$ cat config.mk
export PLATFORM = sky130hd
export DESIGN_NAME = expiry_claim_extract_and_check_top_flat
export DESIGN_NICKNAME = d
export VERILOG_FILES = /design/src/hw/rtl/ecc_pkg.sv /design/src/hw/rtl/ecc_if.sv /design/src/hw/rtl/expiry_claim_extract_and_check_top.sv /design/src/flat_wrapper.sv
export VERILOG_INCLUDE_DIRS = /design/src /design/src/hw/rtl
export SDC_FILE = /design/constraint.sdc
export NUM_CORES = 1
export LEC_CHECK = 0
export ABC_AREA = 1
export BUFFER_PORTS_ARGS = -buffer_cell sky130_fd_sc_hd__buf_2
export CORE_MARGIN = 2
export CORE_UTILIZATION = 46
export DETAILED_ROUTE_END_ITERATION = 16
export GPL_TIMING_DRIVEN = 0
export PLACE_DENSITY = 0.65
export SKIP_LAST_GASP = 1
export SYNTH_ARGS = -nofsm -noshare
export SYNTH_HDL_FRONTEND = slang
export SYNTH_SLANG_ARGS = --single-unit
$ cat constraint.sdc
create_clock -name clk -period 5.8 [get_ports clk]
set_input_delay 1.16 -clock clk [delete_from_list [all_inputs] [get_ports clk]]
set_output_delay 1.16 -clock clk [all_outputs]
set_load 0.01 [all_outputs]
$ cat src/hw/rtl/expiry_claim_extract_and_check_top_assert.svh
// Assertion macros for the expiry claim block.
`ifndef EXPIRY_CLAIM_EXTRACT_AND_CHECK_TOP_ASSERT_SVH
`define EXPIRY_CLAIM_EXTRACT_AND_CHECK_TOP_ASSERT_SVH

`ifndef SYNTH
`define ECC_ASSERT_NOW(label, ante, cons) \
  label: assert property (@(posedge clk) disable iff (!rst_n) (ante) |-> (cons)) \
    else $error("ecc check failed");
`define ECC_ASSERT_NEXT(label, ante, cons) \
  label: assert property (@(posedge clk) disable iff (!rst_n) (ante) |=> (cons)) \
    else $error("ecc check failed");
`else
`define ECC_ASSERT_NOW(label, ante, cons)
`define ECC_ASSERT_NEXT(label, ante, cons)
`endif

`endif

$ cat src/hw/rtl/ecc_pkg.sv
`default_nettype none

package ecc_pkg;

  localparam int unsigned TIME_W = 64;

  localparam logic [2:0] KEY_LEN = 3'd6;
  localparam logic [2:0] KEY_E_POS = 3'd5;
  localparam logic [2:0] KEY_AFTER_E = 3'd2;
  localparam logic [2:0] KEY_AFTER_QUOTE = 3'd1;

  localparam logic [7:0] CH_QUOTE = 8'h22;
  localparam logic [7:0] CH_E = 8'h65;
  localparam logic [7:0] CH_X = 8'h78;
  localparam logic [7:0] CH_P = 8'h70;
  localparam logic [7:0] CH_COLON = 8'h3a;
  localparam logic [7:0] CH_SPACE = 8'h20;
  localparam logic [7:0] CH_TAB = 8'h09;
  localparam logic [7:0] CH_ZERO = 8'h30;
  localparam logic [7:0] CH_NINE = 8'h39;

  typedef enum logic [1:0] {
    STATUS_FOUND     = 2'd0,
    STATUS_NO_KEY    = 2'd1,
    STATUS_NO_DIGITS = 2'd2
  } status_t;

  typedef enum logic [1:0] {
    PHASE_SEARCH = 2'd0,
    PHASE_SKIP   = 2'd1,
    PHASE_DIGITS = 2'd2,
    PHASE_DONE   = 2'd3
  } phase_t;

  function automatic logic [7:0] key_at(input logic [2:0] idx);
    logic [7:0] k;
    case (idx)
      3'd0: k = CH_QUOTE;
      3'd1: k = CH_E;
      3'd2: k = CH_X;
      3'd3: k = CH_P;
      3'd4: k = CH_QUOTE;
      3'd5: k = CH_COLON;
      default: k = 8'h00;
    endcase
    return k;
  endfunction

endpackage

`default_nettype wire

$ cat src/hw/rtl/ecc_if.sv
`default_nettype none

interface ecc_in_if;
  logic       valid;
  logic       ready;
  logic [7:0] data_byte;
  logic       last_byte;

  modport source (output valid, output data_byte, output last_byte, input ready);
  modport sink (input valid, input data_byte, input last_byte, output ready);
endinterface

interface ecc_out_if;
  logic                          valid;
  logic                          ready;
  ecc_pkg::status_t              status;
  logic [ecc_pkg::TIME_W-1:0]    expiry_value;
  logic                          expired;

  modport source (output valid, output status, output expiry_value, output expired,
                  input ready);
  modport sink (input valid, input status, input expiry_value, input expired,
                output ready);
endinterface

`default_nettype wire

$ cat src/hw/rtl/expiry_claim_extract_and_check_top.sv
// Latency: a result is valid in the cycle after its last byte is accepted.
// Throughput: one byte per cycle; input stalls only while a result waits
// untaken in the result register.
// Synchronous active-low reset clears the key matcher, parser, result valid
// and current_time (to 0).
`default_nettype none

module expiry_claim_extract_and_check_top (
  input  wire                         clk,
  input  wire                         rst_n,
  ecc_in_if.sink                      in_ch,
  ecc_out_if.source                   out_ch,
  input  wire                         cfg_wr_en,
  input  wire [ecc_pkg::TIME_W-1:0]   cfg_wr_data
);
  import ecc_pkg::*;

  logic [TIME_W-1:0] cur_time_r;

  phase_t            phase_r, phase_nxt;
  logic [2:0]        match_r, match_nxt;
  logic [TIME_W-1:0] value_r, value_nxt;
  logic              seen_r, seen_nxt;

  logic              out_valid_r;
  status_t           status_r, status_nxt;
  logic [TIME_W-1:0] expiry_r, expiry_nxt;
  logic              expired_r, expired_nxt;

  logic              in_ready;
  logic              in_fire;
  logic [7:0]        b;
  logic              is_digit;
  logic              is_blank;
  logic [TIME_W-1:0] value_acc;

  assign in_ready = !out_valid_r || out_ch.ready;
  assign in_fire  = in_ch.valid && in_ready;
  assign b        = in_ch.data_byte;
  assign is_digit = (b >= CH_ZERO) && (b <= CH_NINE);
  assign is_blank = (b == CH_SPACE) || (b == CH_TAB);
  assign value_acc = (value_r << 3) + (value_r << 1) + {{(TIME_W-4){1'b0}}, b[3:0]};

  always_ff @(posedge clk) begin
    if (!rst_n) begin
      cur_time_r <= '0;
    end else if (cfg_wr_en) begin
      cur_time_r <= cfg_wr_data;
    end
  end

  always_comb begin
    phase_nxt = phase_r;
    match_nxt = match_r;
    value_nxt = value_r;
    seen_nxt  = seen_r;
    case (phase_r)
      PHASE_SEARCH: begin
        if (match_r < KEY_LEN && b == key_at(match_r)) begin
          match_nxt = match_r + 3'd1;
        end else if (match_r == KEY_E_POS && b == CH_E) begin
          match_nxt = KEY_AFTER_E;
        end else if (b == CH_QUOTE) begin
          match_nxt = KEY_AFTER_QUOTE;
        end else begin
          match_nxt = '0;
        end
        if (match_nxt == KEY_LEN) begin
          phase_nxt = PHASE_SKIP;
        end
      end
      PHASE_SKIP: begin
        if (is_blank) begin
          phase_nxt = PHASE_SKIP;
        end else if (is_digit) begin
          value_nxt = value_acc;
          seen_nxt  = 1'b1;
          phase_nxt = PHASE_DIGITS;
        end else begin
          phase_nxt = PHASE_DONE;
        end
      end
      PHASE_DIGITS: begin
        if (is_digit) begin
          value_nxt = value_acc;
          seen_nxt  = 1'b1;
        end else begin
          phase_nxt = PHASE_DONE;
        end
      end
      default: begin
        phase_nxt = PHASE_DONE;
      end
    endcase

    expiry_nxt  = '0;
    expired_nxt = 1'b0;
    if (phase_nxt == PHASE_SEARCH) begin
      status_nxt = STATUS_NO_KEY;
    end else if (!seen_nxt) begin
      status_nxt = STATUS_NO_DIGITS;
    end else begin
      status_nxt  = STATUS_FOUND;
      expiry_nxt  = value_nxt;
      expired_nxt = (cur_time_r >= value_nxt);
    end
  end

  always_ff @(posedge clk) begin
    if (!rst_n) begin
      phase_r <= PHASE_SEARCH;
      match_r <= '0;
      value_r <= '0;
      seen_r  <= 1'b0;
    end else if (in_fire) begin
      if (in_ch.last_byte) begin
        phase_r <= PHASE_SEARCH;
        match_r <= '0;
        value_r <= '0;
        seen_r  <= 1'b0;
      end else begin
        phase_r <= phase_nxt;
        match_r <= match_nxt;
        value_r <= value_nxt;
        seen_r  <= seen_nxt;
      end
    end
  end

  always_ff @(posedge clk) begin
    if (!rst_n) begin
      out_valid_r <= 1'b0;
    end else if (in_fire && in_ch.last_byte) begin
      out_valid_r <= 1'b1;
    end else if (out_ch.ready) begin
      out_valid_r <= 1'b0;
    end
  end

  always_ff @(posedge clk) begin
    if (in_fire && in_ch.last_byte) begin
      status_r  <= status_nxt;
      expiry_r  <= expiry_nxt;
      expired_r <= expired_nxt;
    end
  end

  assign in_ch.ready         = in_ready;
  assign out_ch.valid        = out_valid_r;
  assign out_ch.status       = status_r;
  assign out_ch.expiry_value = expiry_r;
  assign out_ch.expired      = expired_r;

`include "expiry_claim_extract_and_check_top_assert.svh"

  `ECC_ASSERT_NEXT(a_last_clears, in_fire && in_ch.last_byte, phase_r == PHASE_SEARCH && match_r == 3'd0 && !seen_r && value_r == '0)
  `ECC_ASSERT_NOW(a_search_range, phase_r == PHASE_SEARCH, match_r < KEY_LEN)
  `ECC_ASSERT_NOW(a_seen_phase, seen_r, phase_r == PHASE_DIGITS || phase_r == PHASE_DONE)
  `ECC_ASSERT_NOW(a_full_blocks, out_valid_r && !out_ch.ready, !in_ready)
  `ECC_ASSERT_NOW(a_value_found_only, out_valid_r && status_r != STATUS_FOUND, expiry_r == '0 && !expired_r)

endmodule

`default_nettype wire
$ cat src/flat_wrapper.sv
// flat-port wrapper written by rule: the top's interface ports become plain ports
module expiry_claim_extract_and_check_top_flat import ecc_pkg::*;
  (clk, rst_n, cfg_wr_en, cfg_wr_data, in_ch_valid, in_ch_data_byte, in_ch_last_byte, in_ch_ready, out_ch_valid, out_ch_status, out_ch_expiry_value, out_ch_expired, out_ch_ready);
  ecc_in_if in_ch_i ();
  ecc_out_if out_ch_i ();
  input  wire clk;
  input  wire rst_n;
  input  wire cfg_wr_en;
  input  wire [ecc_pkg::TIME_W-1:0] cfg_wr_data;
  input wire logic [$bits(in_ch_i.valid)-1:0] in_ch_valid;
  input wire logic [$bits(in_ch_i.data_byte)-1:0] in_ch_data_byte;
  input wire logic [$bits(in_ch_i.last_byte)-1:0] in_ch_last_byte;
  output wire logic [$bits(in_ch_i.ready)-1:0] in_ch_ready;
  output wire logic [$bits(out_ch_i.valid)-1:0] out_ch_valid;
  output wire logic [$bits(out_ch_i.status)-1:0] out_ch_status;
  output wire logic [$bits(out_ch_i.expiry_value)-1:0] out_ch_expiry_value;
  output wire logic [$bits(out_ch_i.expired)-1:0] out_ch_expired;
  input wire logic [$bits(out_ch_i.ready)-1:0] out_ch_ready;
  assign in_ch_i.valid = in_ch_valid;
  assign in_ch_i.data_byte = in_ch_data_byte;
  assign in_ch_i.last_byte = in_ch_last_byte;
  assign in_ch_ready = in_ch_i.ready;
  assign out_ch_valid = out_ch_i.valid;
  assign out_ch_status = out_ch_i.status;
  assign out_ch_expiry_value = out_ch_i.expiry_value;
  assign out_ch_expired = out_ch_i.expired;
  assign out_ch_i.ready = out_ch_ready;
  expiry_claim_extract_and_check_top u_core (.clk(clk), .rst_n(rst_n), .in_ch(in_ch_i), .out_ch(out_ch_i), .cfg_wr_en(cfg_wr_en), .cfg_wr_data(cfg_wr_data));
endmodule
======== Word-level counts from Yosys, hierarchy flattened ========
Index checks and enable logic that the tools add are counted.
cells by class
  add/sub/neg operators ................... 3
  $lt $le $gt $ge ......................... 4
  equal/unequal tests ..................... 13
  multiplexer cells ....................... 25
  bitwise operators ....................... 1
  reduce and logical (&&, ||, !) cells .... 16
operator list
  kind                                                            count
  2-to-1 mux 64 bit                                               3
  one-hot mux 64 bit (2 select lines)                             1
  adder 64 x 4 -> 64 bit                                          1
  adder 64 bit                                                    1
  >= comparator 64 bit                                            1
  one-hot mux 7 bit (5 select lines)                              1
  equality test 8 x 6 -> 1 bit, second input constant             2
  2-to-1 mux 3 bit                                                5
  2-to-1 mux 2 bit                                                5
  equality test 3 bit, second input constant                      3
  equality test 8 x 4 -> 1 bit, second input constant             1
  equality test 8 x 7 -> 1 bit, second input constant             1
  equality test 8 bit                                             1
  >= comparator 8 x 6 -> 1 bit, second input constant             1
  less-or-equal comparator 8 x 6 -> 1 bit, second input constant  1
  2-to-1 mux 8 bit                                                1
  2-to-1 mux 1 bit                                                7
  equality test 3 x 2 -> 1 bit, second input constant             2
  one-hot mux 2 bit (3 select lines)                              1
  logical AND 1 bit                                               5
  zero test 2 bit                                                 2
  nonzero test 2 bit                                              2
  OR reduction 2 bit                                              2
  adder 3 x 1 -> 3 bit, second input constant                     1
  10 further kinds                                                11
storage, ports and cells
  bits in registers ....................... 202
  output and inout port bits .............. 69

======== Longest topological paths before layout ========
  word-level depth ........................ 13
  gate-level depth with buffers ........... 31
  gate-level depth less buffers ........... 31

======== Least setup slack after synthesis ========
OpenSTA, ideal clock, no wires.
  path kind ............................... input-to-reg
  from .................................... input out_ch_ready
  to ...................................... register u_core.expired_r, in the netlist u_core.out_ch.expired (enable)
  setup time .............................. 494 ps
  data arrival time ....................... 4483 ps
  data required time ...................... 5306 ps
  path slack .............................. 823 ps
  stages .................................. 5
  cell sequence ........................... nor2_1 inv_1 nand2_1 clkbuf_1 nor2_1
between the ends
  longest elaborated chain between the ends .. 3
RTL lines
  element               RTL line                                   text
  start, declared       flat_wrapper.sv:18                         input wire logic [$bits(out_ch_i.ready)-1:0] out_ch_ready;
  logical OR 1 bit      expiry_claim_extract_and_check_top.sv:37   assign in_ready = !out_valid_r || out_ch.ready;
  via in_ch_ready       flat_wrapper.sv:13                         output wire logic [$bits(in_ch_i.ready)-1:0] in_ch_ready;
  logical AND 1 bit     expiry_claim_extract_and_check_top.sv:38   assign in_fire = in_ch.valid && in_ready;
  logical AND 1 bit     expiry_claim_extract_and_check_top.sv:141  if (in_fire && in_ch.last_byte) begin
  end signal, assigned  expiry_claim_extract_and_check_top.sv:144  expired_r <= expired_nxt;
  end, declared         expiry_claim_extract_and_check_top.sv:28   logic expired_r, expired_nxt;
The timed path passes the listed nets, and every way through them passes these cells.
A chain may end at the register's enable or synchronous reset.

======== Worst setup path in the final report ========
  from .................................... input in_ch_data_byte[3]
  to ...................................... register u_core.expired_r, in the netlist u_core.out_ch.expired, data pin
between the ends
  longest elaborated chain between the ends .. 10
RTL lines
  element                                                                          RTL line            text
  start, declared                                                                  flat_wrapper.sv:11  input wire logic [$bits(in_ch_i.data_byte)-1:0] in_ch_data_byte;
  parallel branches: the longest is 10 deep, another holds adder 64 x 4 -> 64 bit  --
Several ways; the timed one is not identified. The select of a mux whose other input is x is not followed.

==> results.json <==
{
  "max_stage_delay_ns": 0.64,
  "fillers": 3656,
  "routed_wl_mm": 54.9,
  "grt_max_degree": 36,
  "clk_latency_ns": 0.51,
  "placement_rows": 69,
  "hold_buffers": 0,
  "vias_per_cell": 5.30,
  "r2r_cells": 28,
  "postRouteAntennaNets": 0,
  "place_congestion": 0.991,
  "avgSynthCellArea_um2": 6.39,
  "syn_area_um2": 16700,
  "synthTopCellsByArea": "nand2_1, dfxtp_1, ha_1",
  "period_needed_ns": 5.38,
  "worst_path_most_repeated_cell": "nand2_1",
  "area_growth_pct": 12.3,
  "drt_pass1_iterations": 6,
  "yosysTopAreaCellShare": 0.187,
  "synth_cell_type_count": 37,
  "cp-start-kind": "input port",
  "worstSetupEndpointType": "flip-flop",
  "grt_pass1_wl_mm": 86.0,
  "synth_edf_count": 67,
  "ir_drop_uv": 133,
  "worstHoldPathType": "reg -> reg",
  "r2r_setup_slack_ns": 0.87,
  "min_from": "u_core.seen_r",
  "drive_above_1_share": 0.0853,
  "synthFlopType": "dfxtp_1",
  "synth-xor-area-share": 0.0183,
  "fin_crit_sh": 0.928,
  "max_clock_freq_mhz": 186,
  "hold_ws_ns": 0.480,
  "dieArea_um2": 37900,
  "maxCapViolCount": 0,
  "synth_area_leader_cell": "nand2_1",
  "synth_compound_area_frac": 0.119,
  "dieHeight_um": 195,
  "cts_made_buffers": 20,
  "cts.sinks": 202,
  "holdPathStages": 2,
  "synth-simple-area-share": 0.324,
  "core_area_um2": 35700,
  "power_density_nw_per_um2": 173,
  "hold_viol_final": 0,
  "io_pins": 147,
  "total_power_mw": 3.26,
  "syn-instance-count": 2619,
  "post_cts_buffers": 0,
  "drc": 0,
  "grt_util_all_layers": 0.286,
  "muxShareOfSynthArea": 0,
  "antenna_found_initial": 0,
  "worstHoldEndpoint": "u_core.seen_r",
  "rsz0062_at_grt": "no",
  "leakage_nw": 9.23,
  "fin_nets": 3061,
  "dr_total_vias": 17291,
  "worst-path-buf-inv": 4,
  "routedWlPerCell_um": 16.8,
  "worstPathArrival_ns": 5.75,
  "cts_root_buf": "clkbuf_16",
  "grt_overflow": 0,
  "cts_resized": 0,
  "status": "finished, final reports clean",
  "hpwl_mm": 45.6,
  "cts.clk_slew.worst_paths_ns": 0.08,
  "mostFrequentLayoutCells": "nand2_1, inv_1, nor2_1",
  "die_x_um": 195,
  "crit_required_ns": 6.16,
  "ys_ff_latch": 202,
  "cp_top_family": "simple AND/OR/NAND/NOR gates",
  "timing.rr.start": "u_core.value_r[0]",
  "crit_type": "in -> reg",
  "final.setup_skew_ns": 0.0221,
  "crit_slowest_cell": "fa_1",
  "maxSlewViolCount": 0,
  "syn-num-nets": 2893,
  "async_flop_share": 0,
  "finalSetupViolations": 0,
  "yosysSeqAreaShare": 0.282,
  "worstPathMaxFanout": 4,
  "antenna_cells": 0,
  "yosysWarnings": 0,
  "relSlewSlack": 0.318,
  "synthAdderAreaFrac": 0.147,
  "clockBufferDepth": 3,
  "cts_tree": "done",
  "worst_slew_pin_slew_ns": 1.02,
  "grt_pass1_vias": 16200,
  "start_util": 0.468,
  "r2r_end": "u_core.out_ch.expired",
  "synth_top_family_by_area": "simple AND/OR/NAND/NOR gates",
  "io_buffers": 145,
  "cts_max_level": 1,
  "final_common_cell": "nand2_1",
  "drt_iter0_markers": 1296
}
flip-flops by register name, indices dropped and copies added, names as in the netlist:
signal and count:
u_core.cur_time_r 64, u_core.match_r 3, u_core.out_ch.expired 1, u_core.out_ch.expiry_value 64, u_core.out_ch.status 2, u_core.out_ch.valid 1
u_core.phase_r 2, u_core.seen_r 1, u_core.value_r 64
power breakdown:
| group | internal (mW) | total, mW | switching (mW) |
|---|---|---|---|
| registers | 1.50 | 1.53 | 0.0226 |
| clock network | 0.819 | 1.44 | 0.623 |
| logic | 0.106 | 0.294 | 0.188 |
metal layers:
layer,wire (um),GRT usage,vias to the layer above,share of wire
met2,23800,0.456,607,0.43
met4,1450,0.0755,0,0.026
met3,3740,0.0246,89,0.068
li1,-,-,8703,-
met5,0,0,-,0
met1,26000,0.415,7892,0.47
stage by stage:
| stage | cells | cell area (um^2) | setup slack, ns | setup TNS (ns) | util |
|---|---|---|---|---|---|
| floorplan | 2619 | 16700 | 0.823 | 0 | - |
| global placement | 3225 | 18000 | -0.854 | -57.50 | 0.505 |
| detailed placement | 3226 | 18100 | -0.234 | -0.234 | 0.506 |
| CTS | 3262 | 18800 | 0.259 | 0 | 0.526 |
| global route | 3262 | 18800 | 0.0133 | 0 | 0.526 |
| finish | 3262 | 18800 | 0.415 | 0 | 0.526 |
worst reg2reg max path, delay by kind of cell, from the launching register on:
family,cells,cell delay (ns)
adder cells (fa/ha/maj),3,1.34
AND/OR/NAND/NOR,20,2.67
AO/OA/AOI/OAI,1,0.10
buffers and inverters,4,0.32
flip-flops,1,0.36
logic make-up (layout without fill, tap and decap cells):
| kind of cell | Yosys count | count (layout) |
|---|---|---|
| adder cells (fa/ha/maj) | 196 | 196 |
| AND/OR/NAND/NOR | 1360 | 1360 |
| buffers and inverters | 478 | 660 |
| AO/OA/AOI/OAI | 348 | 348 |
| flip-flops | 202 | 202 |
| XOR/XNOR | 35 | 35 |
synthesized netlist by cell type, types with 6 or more instances:
| library cell | number |
|---|---|
| buf_1 | 8 |
| o2111ai_1 | 13 |
| clkinv_1 | 8 |
| or2_2 | 14 |
| clkbuf_1 | 65 |
| a21oi_1 | 155 |
| xnor2_1 | 24 |
| inv_2 | 29 |
| nand4_1 | 21 |
| nor2_1 | 326 |
| xor2_1 | 11 |
| nand3_1 | 133 |
| o21ai_1 | 27 |
| dfxtp_1 | 135 |
| nor3_1 | 19 |
| inv_1 | 360 |
| o221ai_1 | 20 |
| buf_6 | 6 |
| o21ai_0 | 82 |
| edfxtp_1 | 67 |
| nand2_1 | 833 |
| o211ai_1 | 24 |
| ha_1 | 194 |
| o21bai_1 | 10 |
layout make-up:
cell class / count / area (um^2) / area share
Tap cell: 461 / 577 / 0.0307
Inverter: 397 / 1490 / 0.0792
Clock inverter: 15 / 200 / 0.0106
Buffer: 81 / 352 / 0.0187
Timing Repair Buffer: 146 / 746 / 0.0397
Sequential cell: 202 / 4710 / 0.251
Clock buffer: 21 / 526 / 0.0279
Multi-Input combinational cell: 1939 / 10200 / 0.542
worst max-delay path by stage:
| stage | from | endpoint | slack (ns) | cells past startpoint |
|---|---|---|---|---|
| 2_1_floorplan | out_ch_ready | u_core.out_ch.expired | 0.82 | 5 |
| 3_3_place_gp | out_ch_ready | u_core.out_ch.expiry_value[49] | -0.85 | 6 |
| 3_5_place_dp | in_ch_data_byte[3] | u_core.out_ch.expired | -0.23 | 29 |
| 4_1_cts | in_ch_data_byte[3] | u_core.out_ch.expired | 0.26 | 29 |
| 5_1_grt | in_ch_data_byte[3] | u_core.out_ch.expired | 0.01 | 32 |
| 6_report | in_ch_data_byte[3] | u_core.out_ch.expired | 0.42 | 29 |
Power figures use the tool's default switching activity.
